==> src/rtl/core/tpu_pkg.sv <==
// ----------------------------------------------------------------------------
// Texture pixel unpacker package
// Shared format codes, register indexes, pixel type and the 5-bit expansion
// table.
// ----------------------------------------------------------------------------
package tpu_pkg;

    localparam logic [1:0] FMT_RGBA8888 = 2'd0;
    localparam logic [1:0] FMT_RGBA5551 = 2'd1;
    localparam logic [1:0] FMT_ALPHA8   = 2'd2;
    localparam logic [1:0] FMT_UNUSED   = 2'd3;

    localparam logic [1:0] REG_PIXEL_FORMAT  = 2'd0;
    localparam logic [1:0] REG_IMAGE_WIDTH   = 2'd1;
    localparam logic [1:0] REG_IMAGE_HEIGHT  = 2'd2;
    localparam logic [1:0] REG_ROW_ALIGNMENT = 2'd3;

    localparam logic [3:0] ALIGN_2 = 4'd2;
    localparam logic [3:0] ALIGN_4 = 4'd4;
    localparam logic [3:0] ALIGN_8 = 4'd8;

    localparam int CfgDataWidth = 11;

    typedef struct packed {
        logic [7:0] red;
        logic [7:0] green;
        logic [7:0] blue;
        logic [7:0] alpha;
    } pixel_t;

    // floor(c * 255 / 31)
    localparam logic [7:0] EXPAND5_LUT [32] = '{
        8'd0,   8'd8,   8'd16,  8'd24,  8'd32,  8'd41,  8'd49,  8'd57,
        8'd65,  8'd74,  8'd82,  8'd90,  8'd98,  8'd106, 8'd115, 8'd123,
        8'd131, 8'd139, 8'd148, 8'd156, 8'd164, 8'd172, 8'd180, 8'd189,
        8'd197, 8'd205, 8'd213, 8'd222, 8'd230, 8'd238, 8'd246, 8'd255
    };

endpackage

==> src/rtl/core/tpu_byte_if.sv <==
// ----------------------------------------------------------------------------
// Byte stream interface
// Valid/ready channel carrying one byte of the client pixel buffer.
// ----------------------------------------------------------------------------
interface tpu_byte_if;

    logic       valid;
    logic       ready;
    logic [7:0] data_byte;

    modport source (output valid, output data_byte, input ready);
    modport sink (input valid, input data_byte, output ready);

endinterface

==> src/rtl/core/tpu_pixel_if.sv <==
// ----------------------------------------------------------------------------
// Pixel stream interface
// Valid/ready channel carrying one RGBA8888 pixel with row and image marks.
// ----------------------------------------------------------------------------
interface tpu_pixel_if;

    logic       valid;
    logic       ready;
    logic [7:0] red;
    logic [7:0] green;
    logic [7:0] blue;
    logic [7:0] alpha;
    logic       row_end;
    logic       image_end;

    modport source (
        output valid, output red, output green, output blue, output alpha,
        output row_end, output image_end, input ready
    );
    modport sink (
        input valid, input red, input green, input blue, input alpha,
        input row_end, input image_end, output ready
    );

endinterface

==> src/rtl/core/texture_pixel_unpacker.sv <==
// ----------------------------------------------------------------------------
// Texture pixel unpacker
// Turns a client texture byte stream into RGBA8888 pixels in raster order.
// ----------------------------------------------------------------------------
// byte_stream takes one byte per transfer; pixel_stream gives one pixel with
// row_end and image_end marks. Formats: RGBA8888 (4 bytes), RGBA5551 little-
// endian (2 bytes), ALPHA8 (1 byte). Row padding up to row_alignment is
// dropped after every row but the last.
// A byte is held in an input register, then unpacked into the pixel register,
// which offers the pixel. One byte is taken every cycle while pixel_stream
// does not stall; a pixel leaves after every 4, 2 or 1 pixel bytes, set by the
// format. Registers are written through write_enable/reg_index/write_data;
// the user must write them only while no byte is in flight, which the block
// itself does not enforce. Each write restarts the image.
// Reset restores the register defaults (format RGBA8888, size 0x0,
// alignment 4) and clears all progress. While pixel_stream stalls, the
// pixel register holds and the input register takes one more byte, then
// byte_stream ready drops.
// ----------------------------------------------------------------------------
module texture_pixel_unpacker (
    input  logic                                clk,
    input  logic                                rst_n,
    input  logic                                write_enable,
    input  logic [1:0]                          reg_index,
    input  logic [tpu_pkg::CfgDataWidth-1:0]    write_data,
    tpu_byte_if.sink                            byte_stream,
    tpu_pixel_if.source                         pixel_stream
);
    import tpu_pkg::*;

    logic [1:0]  pixel_format_reg;
    logic [10:0] image_width_reg;
    logic [10:0] image_height_reg;
    logic [3:0]  row_alignment_reg;

    logic        in_valid_reg;
    logic [7:0]  in_byte_reg;

    logic [1:0]  byte_phase_reg, byte_phase_next;
    logic [23:0] held_bytes_reg, held_bytes_next;
    logic [10:0] column_count_reg, column_count_next;
    logic [10:0] row_count_reg, row_count_next;
    logic [2:0]  row_byte_offset_reg, row_byte_offset_next;
    logic        in_padding_reg, in_padding_next;

    logic        out_valid_reg, out_valid_next;
    pixel_t      pixel_reg;
    logic        row_end_reg, row_end_next;
    logic        image_end_reg, image_end_next;

    pixel_t      pixel;
    logic        advance;
    logic        emit;
    logic [2:0]  mask;
    logic [2:0]  offset;
    logic [2:0]  bpp;
    logic [11:0] column_inc;
    logic [11:0] row_inc;

    assign advance = in_valid_reg && (!out_valid_reg || pixel_stream.ready);
    assign byte_stream.ready = !in_valid_reg || advance;
    assign offset = row_byte_offset_reg + 3'd1;
    assign column_inc = {1'b0, column_count_reg} + 12'd1;
    assign row_inc = {1'b0, row_count_reg} + 12'd1;

    always_comb
    begin
        case (row_alignment_reg)
            ALIGN_2: mask = 3'd1;
            ALIGN_4: mask = 3'd3;
            ALIGN_8: mask = 3'd7;
            default: mask = 3'd0;
        endcase
    end

    always_comb
    begin
        case (pixel_format_reg)
            FMT_RGBA8888: bpp = 3'd4;
            FMT_RGBA5551: bpp = 3'd2;
            default:      bpp = 3'd1;
        endcase
    end

    tpu_convert u_convert (
        .pixel_format (pixel_format_reg),
        .held_bytes   (held_bytes_reg),
        .last_byte    (in_byte_reg),
        .pixel        (pixel)
    );

    always_comb
    begin
        byte_phase_next      = byte_phase_reg;
        held_bytes_next      = held_bytes_reg;
        column_count_next    = column_count_reg;
        row_count_next       = row_count_reg;
        row_byte_offset_next = row_byte_offset_reg;
        in_padding_next      = in_padding_reg;
        emit                 = 1'b0;
        row_end_next         = 1'b0;
        image_end_next       = 1'b0;

        if (advance && pixel_format_reg != FMT_UNUSED && image_width_reg != 11'd0
            && image_height_reg != 11'd0)
        begin
            if (in_padding_reg)
            begin
                if ((offset & mask) == 3'd0)
                begin
                    in_padding_next      = 1'b0;
                    row_byte_offset_next = 3'd0;
                end
                else
                begin
                    row_byte_offset_next = offset;
                end
            end
            else if ({1'b0, byte_phase_reg} + 3'd1 < bpp)
            begin
                case (byte_phase_reg)
                    2'd0:    held_bytes_next[7:0]   = held_bytes_reg[7:0] | in_byte_reg;
                    2'd1:    held_bytes_next[15:8]  = held_bytes_reg[15:8] | in_byte_reg;
                    2'd2:    held_bytes_next[23:16] = held_bytes_reg[23:16] | in_byte_reg;
                    default: held_bytes_next        = held_bytes_reg;
                endcase
                byte_phase_next      = byte_phase_reg + 2'd1;
                row_byte_offset_next = offset;
            end
            else
            begin
                emit            = 1'b1;
                byte_phase_next = 2'd0;
                held_bytes_next = 24'd0;
                if (column_inc >= {1'b0, image_width_reg})
                begin
                    row_end_next      = 1'b1;
                    column_count_next = 11'd0;
                    if (row_inc >= {1'b0, image_height_reg})
                    begin
                        image_end_next       = 1'b1;
                        row_count_next       = 11'd0;
                        row_byte_offset_next = 3'd0;
                        in_padding_next      = 1'b0;
                    end
                    else
                    begin
                        row_count_next = row_inc[10:0];
                        if ((offset & mask) != 3'd0)
                        begin
                            row_byte_offset_next = offset;
                            in_padding_next      = 1'b1;
                        end
                        else
                        begin
                            row_byte_offset_next = 3'd0;
                        end
                    end
                end
                else
                begin
                    column_count_next    = column_inc[10:0];
                    row_byte_offset_next = offset;
                end
            end
        end
    end

    always_comb
    begin
        out_valid_next = out_valid_reg;
        if (emit)
        begin
            out_valid_next = 1'b1;
        end
        else if (pixel_stream.ready)
        begin
            out_valid_next = 1'b0;
        end
    end

    always_ff @(posedge clk or negedge rst_n)
    begin
        if (!rst_n)
        begin
            pixel_format_reg  <= FMT_RGBA8888;
            image_width_reg   <= 11'd0;
            image_height_reg  <= 11'd0;
            row_alignment_reg <= ALIGN_4;
        end
        else if (write_enable)
        begin
            unique case (reg_index)
                REG_PIXEL_FORMAT:  pixel_format_reg  <= write_data[1:0];
                REG_IMAGE_WIDTH:   image_width_reg   <= write_data[10:0];
                REG_IMAGE_HEIGHT:  image_height_reg  <= write_data[10:0];
                REG_ROW_ALIGNMENT: row_alignment_reg <= write_data[3:0];
            endcase
        end
    end

    always_ff @(posedge clk or negedge rst_n)
    begin
        if (!rst_n)
        begin
            byte_phase_reg      <= 2'd0;
            held_bytes_reg      <= 24'd0;
            column_count_reg    <= 11'd0;
            row_count_reg       <= 11'd0;
            row_byte_offset_reg <= 3'd0;
            in_padding_reg      <= 1'b0;
        end
        else if (write_enable)
        begin
            byte_phase_reg      <= 2'd0;
            held_bytes_reg      <= 24'd0;
            column_count_reg    <= 11'd0;
            row_count_reg       <= 11'd0;
            row_byte_offset_reg <= 3'd0;
            in_padding_reg      <= 1'b0;
        end
        else
        begin
            byte_phase_reg      <= byte_phase_next;
            held_bytes_reg      <= held_bytes_next;
            column_count_reg    <= column_count_next;
            row_count_reg       <= row_count_next;
            row_byte_offset_reg <= row_byte_offset_next;
            in_padding_reg      <= in_padding_next;
        end
    end

    always_ff @(posedge clk or negedge rst_n)
    begin
        if (!rst_n)
        begin
            in_valid_reg  <= 1'b0;
            out_valid_reg <= 1'b0;
        end
        else
        begin
            if (byte_stream.ready)
            begin
                in_valid_reg <= byte_stream.valid;
            end
            out_valid_reg <= out_valid_next;
        end
    end

    always_ff @(posedge clk)
    begin
        if (byte_stream.valid && byte_stream.ready)
        begin
            in_byte_reg <= byte_stream.data_byte;
        end
        if (emit)
        begin
            pixel_reg     <= pixel;
            row_end_reg   <= row_end_next;
            image_end_reg <= image_end_next;
        end
    end

    assign pixel_stream.valid     = out_valid_reg;
    assign pixel_stream.red       = pixel_reg.red;
    assign pixel_stream.green     = pixel_reg.green;
    assign pixel_stream.blue      = pixel_reg.blue;
    assign pixel_stream.alpha     = pixel_reg.alpha;
    assign pixel_stream.row_end   = row_end_reg;
    assign pixel_stream.image_end = image_end_reg;

`ifndef ASSERT_OFF
    a_image_end_is_row_end: assert property (@(posedge clk) disable iff (!rst_n)
        out_valid_reg && image_end_reg |-> row_end_reg)
        else $error("image_end without row_end");

    a_padding_no_partial_pixel: assert property (@(posedge clk) disable iff (!rst_n)
        in_padding_reg |-> byte_phase_reg == 2'd0)
        else $error("padding with a partial pixel held");

    a_padding_unaligned: assert property (@(posedge clk) disable iff (!rst_n)
        in_padding_reg |-> (row_byte_offset_reg & mask) != 3'd0)
        else $error("padding at an aligned offset");

    a_column_in_range: assert property (@(posedge clk) disable iff (!rst_n)
        column_count_reg == 11'd0 || column_count_reg < image_width_reg)
        else $error("column count beyond width");

    a_row_in_range: assert property (@(posedge clk) disable iff (!rst_n)
        row_count_reg == 11'd0 || row_count_reg < image_height_reg)
        else $error("row count beyond height");
`endif

endmodule

==> src/rtl/core/tpu_convert.sv <==
// ----------------------------------------------------------------------------
// Pixel format converter
// Builds one RGBA8888 pixel from the held bytes and the final byte.
// ----------------------------------------------------------------------------
module tpu_convert (
    input  logic [1:0]      pixel_format,
    input  logic [23:0]     held_bytes,
    input  logic [7:0]      last_byte,
    output tpu_pkg::pixel_t pixel
);
    import tpu_pkg::*;

    logic [15:0] word;

    assign word = {last_byte, held_bytes[7:0]};

    always_comb
    begin
        unique case (pixel_format)
            FMT_RGBA8888:
            begin
                pixel.red   = held_bytes[7:0];
                pixel.green = held_bytes[15:8];
                pixel.blue  = held_bytes[23:16];
                pixel.alpha = last_byte;
            end
            FMT_RGBA5551:
            begin
                pixel.red   = EXPAND5_LUT[word[15:11]];
                pixel.green = EXPAND5_LUT[word[10:6]];
                pixel.blue  = EXPAND5_LUT[word[5:1]];
                pixel.alpha = word[0] ? 8'hFF : 8'h00;
            end
            default:
            begin
                pixel.red   = 8'h00;
                pixel.green = 8'h00;
                pixel.blue  = 8'h00;
                pixel.alpha = last_byte;
            end
        endcase
    end

endmodule

==> src/flat_wrapper.sv <==
// flat-port wrapper written by rule: the top's interface ports become plain ports
module texture_pixel_unpacker_flat import tpu_pkg::*;
  (clk, rst_n, write_enable, reg_index, write_data, byte_stream_valid, byte_stream_data_byte, byte_stream_ready, pixel_stream_valid, pixel_stream_red, pixel_stream_green, pixel_stream_blue, pixel_stream_alpha, pixel_stream_row_end, pixel_stream_image_end, pixel_stream_ready);
  tpu_byte_if byte_stream_i ();
  tpu_pixel_if pixel_stream_i ();
  input  logic clk;
  input  logic rst_n;
  input  logic write_enable;
  input  logic [1:0] reg_index;
  input  logic [tpu_pkg::CfgDataWidth-1:0] write_data;
  input wire logic [$bits(byte_stream_i.valid)-1:0] byte_stream_valid;
  input wire logic [$bits(byte_stream_i.data_byte)-1:0] byte_stream_data_byte;
  output wire logic [$bits(byte_stream_i.ready)-1:0] byte_stream_ready;
  output wire logic [$bits(pixel_stream_i.valid)-1:0] pixel_stream_valid;
  output wire logic [$bits(pixel_stream_i.red)-1:0] pixel_stream_red;
  output wire logic [$bits(pixel_stream_i.green)-1:0] pixel_stream_green;
  output wire logic [$bits(pixel_stream_i.blue)-1:0] pixel_stream_blue;
  output wire logic [$bits(pixel_stream_i.alpha)-1:0] pixel_stream_alpha;
  output wire logic [$bits(pixel_stream_i.row_end)-1:0] pixel_stream_row_end;
  output wire logic [$bits(pixel_stream_i.image_end)-1:0] pixel_stream_image_end;
  input wire logic [$bits(pixel_stream_i.ready)-1:0] pixel_stream_ready;
  assign byte_stream_i.valid = byte_stream_valid;
  assign byte_stream_i.data_byte = byte_stream_data_byte;
  assign byte_stream_ready = byte_stream_i.ready;
  assign pixel_stream_valid = pixel_stream_i.valid;
  assign pixel_stream_red = pixel_stream_i.red;
  assign pixel_stream_green = pixel_stream_i.green;
  assign pixel_stream_blue = pixel_stream_i.blue;
  assign pixel_stream_alpha = pixel_stream_i.alpha;
  assign pixel_stream_row_end = pixel_stream_i.row_end;
  assign pixel_stream_image_end = pixel_stream_i.image_end;
  assign pixel_stream_i.ready = pixel_stream_ready;
  texture_pixel_unpacker u_core (.clk(clk), .rst_n(rst_n), .write_enable(write_enable), .reg_index(reg_index), .write_data(write_data), .byte_stream(byte_stream_i), .pixel_stream(pixel_stream_i));
endmodule
==> config.mk <==
export PLATFORM = sky130hd
export DESIGN_NAME = texture_pixel_unpacker_flat
export DESIGN_NICKNAME = d
export VERILOG_FILES = /design/src/rtl/core/tpu_pkg.sv /design/src/rtl/core/tpu_byte_if.sv /design/src/rtl/core/tpu_pixel_if.sv /design/src/rtl/core/texture_pixel_unpacker.sv /design/src/rtl/core/tpu_convert.sv /design/src/flat_wrapper.sv
export SDC_FILE = /design/constraint.sdc
export NUM_CORES = 1
export LEC_CHECK = 0
export BUFFER_PORTS_ARGS = -buffer_cell sky130_fd_sc_hd__buf_2
export CORE_AREA = 2 2 128 93
export DETAILED_ROUTE_END_ITERATION = 7
export DIE_AREA = 0 0 130 95
export PLACE_DENSITY = 0.85
export SYNTH_ARGS = -nofsm -noshare
export SYNTH_HDL_FRONTEND = slang
export SYNTH_SLANG_ARGS = --single-unit
export TNS_END_PERCENT = 5
==> constraint.sdc <==
create_clock -name clk -period 3.5 [get_ports clk]
set_input_delay 0.175 -clock clk [delete_from_list [all_inputs] [get_ports clk]]
set_output_delay 0.175 -clock clk [all_outputs]
set_load 0.03 [all_outputs]
==> results.ini, run 1 <==
[floorplanning]
die_w_um=130
core-area_sq_um=11270
die_h_um=95
fp.dieArea_sq_um=12350
ioPinCount=62
std_cell_rows=33
start_util=0.5685

[synthesis]
synthTopCellsByCount=dfrtp_1 (81), nor2_1 (56), a21oi_1 (50)
synth_edf_count=42
syn_area_sq_um=6409
ys_types=61
synth_seq_cells=124
synth.area.top_cells=dfrtp_1 (32%), edfxtp_1 (20%), ha_1 (6.1%)
async_flop_share=0.6613
synth_warnings=0
synth.most_common_cell=dfrtp_1
yosysSeqAreaShare=0.5172
syn_avg_cell_area_sq_um=10.61
syn_inst=604
synth_top_area_frac=0.3163
syn_nets=661
synthFlopType=dfrtp_1
yosys.area.top_type=dfrtp_1

[worst_setup_path]
cp-end-kind=flop
required_ns=3.79
worstPathArrival_ns=3.63
r2r_cells=11
crit_type=flop to flop
cp_max_fo=15
rr_endpoint=u_core.row_count_reg[3]
r2r-start=u_core.column_count_reg[2]
r2r_setup_slack_ns=0.15
startpoint_type=flop

[placement]
gp_congestion=0.8790
hpwl_um=10080
dp.cells=793
io_buffers=61

[clocking]
numCtsBuffers=17
max-clock-path-buffers=2
cts.clk_slew.worst_paths_ns=0.05
cts_tree=built
h-tree-depth=4
cts_setup_buffers=0
clkLatencyLatePin_ns=0.41
clkSinkCount=124
root_buffer=clkbuf_16

[power_and_ir_drop]
p_leak_nw=3.330
powerDensity_nw_per_um2=643.1
ir_drop_mv=0.4694

[final_layout]
nNetsFinal=722
area_growth_pct=16.44
num_antenna_cells=0
fin_cells=835
largest_reg_flops=24
drive_gt1_frac=0.1991

[timing]
whs_ns=0.01078
fin_skew_ns=0.01071
hold_viol=0
final_max_slew_viol_count=0
relSlewSlack=0.3059
max_freq_ghz=0.2988
tightest_slew_ns=1.041
min_period_over_period=0.9561
setup_viol=0
period_minus_slack_ns=3.346

[detailed_routing]
ant_nets=0
wirelength_um=14850
drc_errors=0
first_pass_iters=5
post_drt_wl_per_cell_um=17.79
num_vias=4980
routed_via_density=5.964
drt_iter0_drc=485

[hold_path]
min_path_cells=2
hold_class=input port to flop
min_to=u_core.image_width_reg[5]
hold_start=write_data[5]

[global_routing]
grt_usage=0.2497
grt_pass1_wl_um=23520
grt_overflow=0
grt_max_degree=83
antenna_found_initial=0
grt_pass1_vias=4634

[run]
drv_cap=0

[status]
status=complete, no violations

==> routing by layer <==
| layer | GRT usage | vias up | routed length (um) |
|---|---|---|---|
| met3 | 0.06742 | 23 | 1251 |
| met5 | 0 | - | 0 |
| met4 | 0.08602 | 0 | 172 |
| met1 | 0.3533 | 2439 | 6582 |
| met2 | 0.3743 | 237 | 6848 |
| li1 | - | 2281 | - |
==> layout by cell type (no fill, tap or decap), types with 15 or more instances in the layout <==
cell type  netlist  routed
nand2_1         39      39
edfxtp_1        42      42
buf_2            4      60
ha_1            31      31
mux2i_1         16      16
xnor2_1         15      15
mux2_2          28      28
nor2_1          56      56
clkbuf_16        0      17
nand3_1         21      21
o21ai_0         17      16
a21oi_1         50      50
dfrtp_1         81      81
inv_1           35      35
==> through the flow <==
stage | setup WS, ns | util | setup TNS (ns) | cell area [sq um] | power [mW]
2_1_floorplan | 0.6809 | - | 0 | 6409 | 2.796
3_3_place_gp | 0.4531 | 0.6038 | 0 | 6807 | 3.091
3_5_place_dp | 0.2966 | 0.6038 | 0 | 6807 | 3.153
4_1_cts | 0.2562 | 0.6616 | 0 | 7457 | 4.800
5_1_grt | -0.01671 | 0.6620 | -0.03124 | 7462 | 5.012
6_report | 0.1536 | 0.6620 | 0 | 7462 | 4.799
==> where the power goes <==
group	internal, mW	switching [mW]	leakage (nW)
logic	0.401	0.786	1.59
clock network	1.03	0.598	0.267
registers	1.79	0.197	1.47
total	3.22	1.58	3.33
==> critical path, cell delays in order, from the launching register on <==
cell,delay [ns]
dfrtp_1,0.45
and3_1,0.24
and3_1,0.30
nand2_2,0.11
nor2_1,0.15
xnor2_1,0.15
ha_1,0.30
a21o_1,0.19
a21oi_1,0.21
o2111ai_2,0.51
and3_1,0.41
a32o_1,0.22
==> area by class of cell <==
class	instances	area (sq um)
Fill cell	822	3810
Timing Repair Buffer	78	460.4
Inverter	36	135.1
Clock inverter	7	65.06
Tap cell	157	196.4
Multi-Input combinational cell	408	2805
Clock buffer	25	485.5
Sequential cell	124	3314
==> how the worst max path moves through the flow <==
stage	slack, ns	startpoint	endpoint	depth (start not counted)
final	0.15	u_core.column_count_reg[2]	u_core.row_count_reg[3]	11
after global routing	-0.02	u_core.column_count_reg[2]	u_core.row_count_reg[9]	11
after CTS	0.26	u_core.column_count_reg[2]	u_core.column_count_reg[6]	11
after detailed placement	0.30	u_core.column_count_reg[2]	u_core.column_count_reg[5]	11
after global placement	0.45	u_core.column_count_reg[2]	u_core.column_count_reg[5]	11
after floorplan	0.68	u_core.column_count_reg[2]	u_core.row_count_reg[3]	12
==> kinds of logic after synthesis <==
family,share of synthesized area
compound gates,0.1285
xor+xnor,0.03007
fa+ha+maj,0.06052
buf+inv,0.04588
flops,0.5172
mux,0.07419
simple gates,0.1437
==> repair_timing <==
item,in CTS,in global routing
endpoints found under the setup margin,0,9
endpoints found under the hold margin,28,0
hold buffers,10,0
resized for setup,0,1
No activity file was read; power rests on OpenSTA's default activity.
==> inputs of run 2 (changes only) <==
Settings changed: CELL_PAD_IN_SITES_DETAIL_PLACEMENT from default to 0, CELL_PAD_IN_SITES_GLOBAL_PLACEMENT from default to 1, CORE_AREA 2 2 128 93 to 2 2 143 103, DIE_AREA 0 0 130 95 to 0 0 145 105, PLACE_DENSITY 0.85 to 0.86.
==> run 2 against run 1 <==
  * Combinational power about the same
  * Clock skew decreased by 0.0028 ns
  * Clock power about the same
  * Sequential cell count unchanged
  * Core utilization decreased by 11 points
  * Non-clock buffer count increased by 6
  * Sequential share of layout area decreased by 0.57 points
  * Global-route usage decreased by 4.2 points
  * Hold slack improved by 0.0082 ns
  * Sequential power about the same
  * Fmax increased by 2.5%
  * Largest cell class unchanged
==> results.ini, run 2 (synthesis gave the netlist of run 1 again) <==
[status]
status=complete, no violations

[clocking]
max-clock-path-buffers=2  ; unchanged
cts_setup_buffers=0  ; unchanged
clkLatencyLatePin_ns=0.42  ; about the same
cts_tree=built
root_buffer=clkbuf_16
numCtsBuffers=17  ; unchanged
h-tree-depth=4  ; unchanged
cts.clk_slew.worst_paths_ns=0.05  ; about the same
clkSinkCount=124  ; unchanged

[timing]
final_max_slew_viol_count=0  ; unchanged
setup_viol=0  ; unchanged
fin_skew_ns=0.007962  ; -0.002753 ns
tightest_slew_ns=1.050  ; +0.008819 ns
setup_ws_ns=0.2348  ; +0.08118 ns
relSlewSlack=0.3000  ; -0.005879
tns_ns=0  ; unchanged
max_freq_ghz=0.3063  ; +2.5%
period_minus_slack_ns=3.265  ; -0.08118 ns
rsz0062_at_grt=no
min_period_over_period=0.9329  ; -0.02319
hold_viol=0  ; unchanged

[power_and_ir_drop]
p_leak_nw=3.362  ; +0.98%
powerDensity_nw_per_um2=631.4  ; -1.8%
ir_drop_mv=0.3774  ; -20%

[floorplanning]
ioPinCount=62  ; unchanged
fp.dieArea_sq_um=15230  ; +23%
die_h_um=105  ; +11%
std_cell_rows=36  ; +9.1%
start_util=0.4665  ; -0.1021
die_w_um=145  ; +12%
core-area_sq_um=13740  ; +22%

[worst_setup_path]
crit_type=flop to flop
cp_max_fo=15  ; unchanged
r2r_cells=11  ; unchanged
startpoint_type=flop
r2r_setup_slack_ns=0.23  ; +0.08 ns
rr_endpoint=u_core.row_count_reg[3]
r2r-start=u_core.column_count_reg[2]
cp-end-kind=flop
required_ns=3.81  ; +0.02 ns
worstPathArrival_ns=3.57  ; -0.06 ns

[detailed_routing]
first_pass_iters=5  ; unchanged
wirelength_um=14800  ; -0.39%
drc_errors=0  ; unchanged
num_vias=4938  ; -0.84%
post_drt_wl_per_cell_um=16.93  ; -4.8%
drt_iter0_drc=433  ; -11%
routed_via_density=5.650  ; -5.3%
ant_nets=0  ; unchanged

[final_layout]
largest_reg_flops=24  ; unchanged
final_common_cell=dfrtp_1
nNetsFinal=728  ; +0.83%
drive_gt1_frac=0.2003  ; +0.001177
fin_util=0.5502  ; -0.1118
area_growth_pct=17.94
num_antenna_cells=0  ; unchanged
final_cell_mix=dfrtp_1 (81), buf_2 (60), nor2_1 (56)

[placement]
post-place-ws_ns=0.2780  ; -0.01856 ns
io_buffers=61  ; unchanged
gp_congestion=0.8589  ; -2.3%
hpwl_um=10460  ; +3.8%

[global_routing]
grt_pass1_vias=4915  ; +6.1%
grt_usage=0.2079  ; -0.04181
grt_max_degree=83  ; unchanged
grt_pass1_wl_um=24920  ; +6.0%
antenna_found_initial=0  ; unchanged
grt_overflow=0  ; unchanged

[hold_path]
hold_start=write_data[10]
min_path_cells=2  ; unchanged
hold_class=input port to flop
min_to=u_core.image_width_reg[10]

[run]
drv_cap=0  ; unchanged

-- run 2: how the worst max path moves through the flow --
stage / startpoint / to / slack (ns)
6_report: u_core.column_count_reg[2] / u_core.row_count_reg[3] / 0.23
5_1_grt: u_core.column_count_reg[2] / u_core.row_count_reg[9] / 0.03
4_1_cts: u_core.column_count_reg[2] / u_core.column_count_reg[4] / 0.25
3_5_place_dp: u_core.column_count_reg[2] / u_core.column_count_reg[4] / 0.28
3_3_place_gp: u_core.column_count_reg[2] / u_core.column_count_reg[6] / 0.38
2_1_floorplan: u_core.column_count_reg[2] / u_core.row_count_reg[3] / 0.68
-- run 2: final cells by class --
cell class / instances / area (sq um)
Inverter: 36 / 135.1
Tap cell: 190 / 237.7
Multi-Input combinational cell: 408 / 2809
Clock inverter: 6 / 33.78
Timing Repair Buffer: 84 / 518.0
Sequential cell: 124 / 3314
Fill cell: 1187 / 6180
Clock buffer: 26 / 510.5
-- run 2: where the power goes --
| part | internal [mW] | switching (mW) | total, mW | leakage [nW] |
|---|---|---|---|---|
| Clock | 0.997 | 0.606 | 1.60 | 0.273 |
| Combinational | 0.408 | 0.778 | 1.19 | 1.62 |
| Sequential | 1.79 | 0.194 | 1.98 | 1.47 |
| Total | 3.19 | 1.58 | 4.77 | 3.36 |
-- run 2: worst max-delay path, stage by stage, from the launching register on --
cell and delay (ns):
dfrtp_1 0.43, and3_1 0.21, and3_1 0.27, nand2_2 0.11
nor2_1 0.14, xnor2_1 0.17, ha_1 0.30, a21o_1 0.18
a21oi_1 0.22, o2111ai_2 0.50, and3_1 0.41, a32o_1 0.21
-- run 2: what timing repair did --
item,4_1_cts,5_1_grt
setup endpoints to repair,0,5
hold buffers,15,0
gates resized for setup,0,1
hold endpoints to repair,100,0
-- run 2: routing by layer --
layer / share of wire / vias up / GRT usage
met1: 0.47 / 2440 / 0.2947
met3: 0.063 / 20 / 0.04498
li1: - / 2308 / -
met5: 0 / - / 0
met2: 0.45 / 170 / 0.3129
met4: 0.016 / 0 / 0.07992
-- run 2: through the flow --
stage / hold slack, ns / cell area (sq um) / power, mW / std cells
after floorplan: -0.1206 / 6409 / 2.796 / 604
after global placement: 0.3543 / 6859 / 3.110 / 827
after detailed placement: 0.3531 / 6859 / 3.176 / 827
after CTS: 0.002176 / 7553 / 4.798 / 874
after global routing: 0.01232 / 7559 / 5.018 / 874
final: 0.01900 / 7559 / 4.772 / 874
==> inputs of run 3 (changes only) <==
Settings changed: CORE_AREA 2 2 143 103 to 8 8 148 108, DIE_AREA 0 0 145 105 to 0 0 156 116, PLACE_DENSITY 0.86 to 0.85, SYNTH_HIERARCHICAL from default to 1.
==> run 3 against run 2 <==
  * Critical path depth grew 2
  * Fmax is essentially flat
  * Sequential cell count did not move
  * Count of clock-buffer cells in the layout fell by 9
  * First-iteration DRC count shrank 26%
  * Clock skew increased by 0.0026 ns
  * Total power up 0.28%
  * Critical endpoint is now u_core/row_count_reg[8]
  * Worst setup slack got worse by 0.0031 ns
==> results.ini, run 3 <==
[power_and_ir_drop]
clkPwrFrac=0.341  ; +0.005
power_mw=4.786  ; +0.28%
p_int_mw=3.137  ; -1.8%
powerDensity_nw_per_um2=636.6  ; +0.82%
seqPwrFrac=0.416  ; about the same
power.share.combinational=0.244  ; -0.004
p_switching_mw=1.649  ; +4.5%
p_leak_nw=3.509  ; +4.4%
swShare=0.3446  ; +0.01399
ir_drop_mv=0.3648  ; -3.3%

[timing]
setup_ws_ns=0.2317  ; -0.003060 ns
rsz0062_at_grt=no
min_period_over_period=0.9338  ; about the same
relSlewSlack=0.3108  ; +0.01085
max_freq_ghz=0.3060  ; about the same
hold_viol=0  ; unchanged
setup_viol=0  ; unchanged
tns_ns=0  ; unchanged
whs_ns=0.02299  ; +0.003990 ns
period_minus_slack_ns=3.268  ; +0.003060 ns
final_max_slew_viol_count=0  ; unchanged
fin_skew_ns=0.01054  ; +0.002581 ns
tightest_slew_ns=1.034  ; -0.01628 ns

[placement]
io_buffers=61  ; unchanged
hpwl_um=10660  ; +1.9%
post-place-ws_ns=0.3030  ; +0.02496 ns
dp.cells=807  ; -2.4%
gp_congestion=0.8360  ; -2.7%
placed_area_sq_um=6802  ; -0.84%

[status]
status=complete, no violations

[clocking]
cts_setup_buffers=0  ; unchanged
cts.clk_slew.worst_paths_ns=0.06  ; about the same
clkLatencyLatePin_ns=0.42  ; about the same
h-tree-depth=4  ; unchanged
clkSinkCount=124  ; unchanged
cts_tree=built
numCtsBuffers=17  ; unchanged
max-clock-path-buffers=2  ; unchanged
root_buffer=clkbuf_16

[worst_setup_path]
crit_type=flop to flop
cp_num_buf_inv=1  ; +1
worstPathArrival_ns=3.60  ; +0.03 ns
path_depth=13  ; +2
cp-end-kind=flop
r2r_cells=13  ; +2
crit_chain=and3_1 > and3_1 > and3_1 > xor2_1 > ha_1 > a21o_1 > a21oi_1 > o21ai_1 > or3_4 > a2111oi_4 > buf_6 > a21oi_1 > a31oi_1
crit_family=simple AND/OR/NAND/NOR gates
required_ns=3.83  ; +0.02 ns
cpPeakStageDelay_ns=0.44  ; -0.06 ns
cp_max_fo=14  ; -1
path_common_cell=and3_1
startpoint_type=flop
slowest_stage=dfrtp_1

[final_layout]
fin_util=0.5509  ; +0.0006980
drive_gt1_frac=0.2244  ; +0.02411
nNetsFinal=708  ; -2.7%
fin_cells=854  ; -2.3%
final_area_sq_um=7518  ; -0.53%
area_growth_pct=19.61
final_common_cell=dfrtp_1
final_cell_mix=dfrtp_1 (81), nor2_1 (63), buf_2 (60)
num_antenna_cells=0  ; unchanged
largest_reg_flops=24  ; unchanged

[synthesis]
syn_avg_cell_area_sq_um=11.11  ; +4.7%
synth_edf_count=42  ; unchanged
synthTopCellsByCount=dfrtp_1 (81), nor2_1 (63), a21oi_1 (45)
synth-compound-area-share=0.1234  ; -0.005058
yosys-mux-area-fraction=0.08101  ; +0.006821
synth-simple-area-share=0.1465  ; +0.002803
synthFlopType=dfrtp_1
syn_inst=566  ; -6.3%
syn_area_sq_um=6286  ; -1.9%
synth_top_area_frac=0.3225  ; +0.006170
yosys.area.top_type=dfrtp_1
async_flop_share=0.6613  ; unchanged
synth_seq_cells=124  ; unchanged
synth.most_common_cell=dfrtp_1
synth.area.top_cells=dfrtp_1 (32%), edfxtp_1 (20%), ha_1 (6.2%)
synth_top_family_by_area=simple AND/OR/NAND/NOR gates
yosysSeqAreaShare=0.5273  ; +0.01009
synth-xor-area-share=0.02508  ; -0.004987
syn_nets=623  ; -5.7%
synth_warnings=6  ; +6
ys_types=53  ; -13%
synthAdderAreaFrac=0.06330  ; +0.002773

[detailed_routing]
first_pass_iters=5  ; unchanged
routed_via_density=5.464  ; -3.3%
ant_nets=0  ; unchanged
drc_errors=0  ; unchanged
post_drt_wl_per_cell_um=17.59  ; +3.9%
wirelength_um=15020  ; +1.5%
num_vias=4666  ; -5.5%
drt_iter0_drc=319  ; -26%

[global_routing]
antenna_found_initial=0  ; unchanged
grt_usage=0.1728  ; -0.03509
grt_pass1_vias=4676  ; -4.9%
grt_pass1_wl_um=24300  ; -2.5%
grt_max_degree=83  ; unchanged
grt_overflow=0  ; unchanged

[run]
drv_cap=0  ; unchanged

[hold_path]
min_path_cells=2  ; unchanged
hold_class=input port to flop

[floorplanning]
die_w_um=156  ; +7.6%
start_util=0.4606  ; -0.005905
ioPinCount=62  ; unchanged
std_cell_rows=36  ; unchanged
die_h_um=116  ; +10%
fp.dieArea_sq_um=18100  ; +19%
core-area_sq_um=13650  ; -0.66%

run 3: cell count changes in the layout (fill, tap and decap cells not counted), moves of 7 or more:
cell	previous run	this run
inv_6	0	9
a22o_1	9	18
nor2_1	56	63
nand2_1	39	30
nor3_1	12	5
run 3: logic make-up (layout without fill, tap and decap cells):
| group | Yosys count | count (layout) |
|---|---|---|
| multiplexers | 47 | 47 |
| flip-flops | 124 | 124 |
| AND/OR/NAND/NOR | 182 | 182 |
| AO/OA/AOI/OAI | 113 | 113 |
| buffers and inverters | 50 | 148 |
| XOR/XNOR | 18 | 18 |
| adder cells (fa/ha/maj) | 32 | 32 |
run 3: worst reg2reg max path, delay by kind of cell (launching register included):
| kind | cells | cell delay [ns] |
|---|---|---|
| xor+xnor | 1 | 0.22 |
| buf+inv | 1 | 0.20 |
| fa+ha+maj | 1 | 0.29 |
| compound gates | 6 | 1.02 |
| simple gates | 4 | 1.02 |
| flops | 1 | 0.44 |
run 3: layout make-up:
class                      instances  area [sq um]
fill                            1148          6130
sequential                       124          3314
multi-input combinational        392          2775
timing repair buffer              84         521.8
clock buffer                      17         425.4
tap                              190         237.7
clock inverter                    15         123.9
inverter                          32         120.1
run 3: power by group through the flow:
stage	sequential, mW	clock [mW]	combinational (mW)
final	1.99	1.63	1.17
after floorplan	2.14	0	0.642
after detailed placement	2.01	0	1.15
after global routing	2.02	1.74	1.29
after CTS	1.99	1.67	1.17
after global placement	2.00	0	1.11
run 3: final timing paths:
kind                                            from                         end  slack [ns]
max                          u_core/row_count_reg[0]     u_core/row_count_reg[8]        0.23
min                                    write_data[6]  u_core/image_height_reg[6]        0.02
max reg2reg                  u_core/row_count_reg[0]     u_core/row_count_reg[8]        0.23
min reg2reg                u_core/held_bytes_reg[17]   u_core/held_bytes_reg[17]        0.50
max in group asynchronous                      rst_n     u_core/row_count_reg[6]        2.34
min in group asynchronous                      rst_n   u_core/image_width_reg[5]        0.49
run 3: repair_timing:
action	CTS	global route
hold buffers	15	0
endpoints found under the setup margin	0	7
hold endpoints to repair	99	0
resized for setup	0	3
run 3: routing by layer:
layer / up-vias / global-route usage / wire length, um
met5: - / 0 / 0
met4: 0 / 0.07088 / 229
met3: 22 / 0.05365 / 1263
met2: 185 / 0.2624 / 6676
met1: 2244 / 0.2262 / 6854
li1: 2215 / - / -
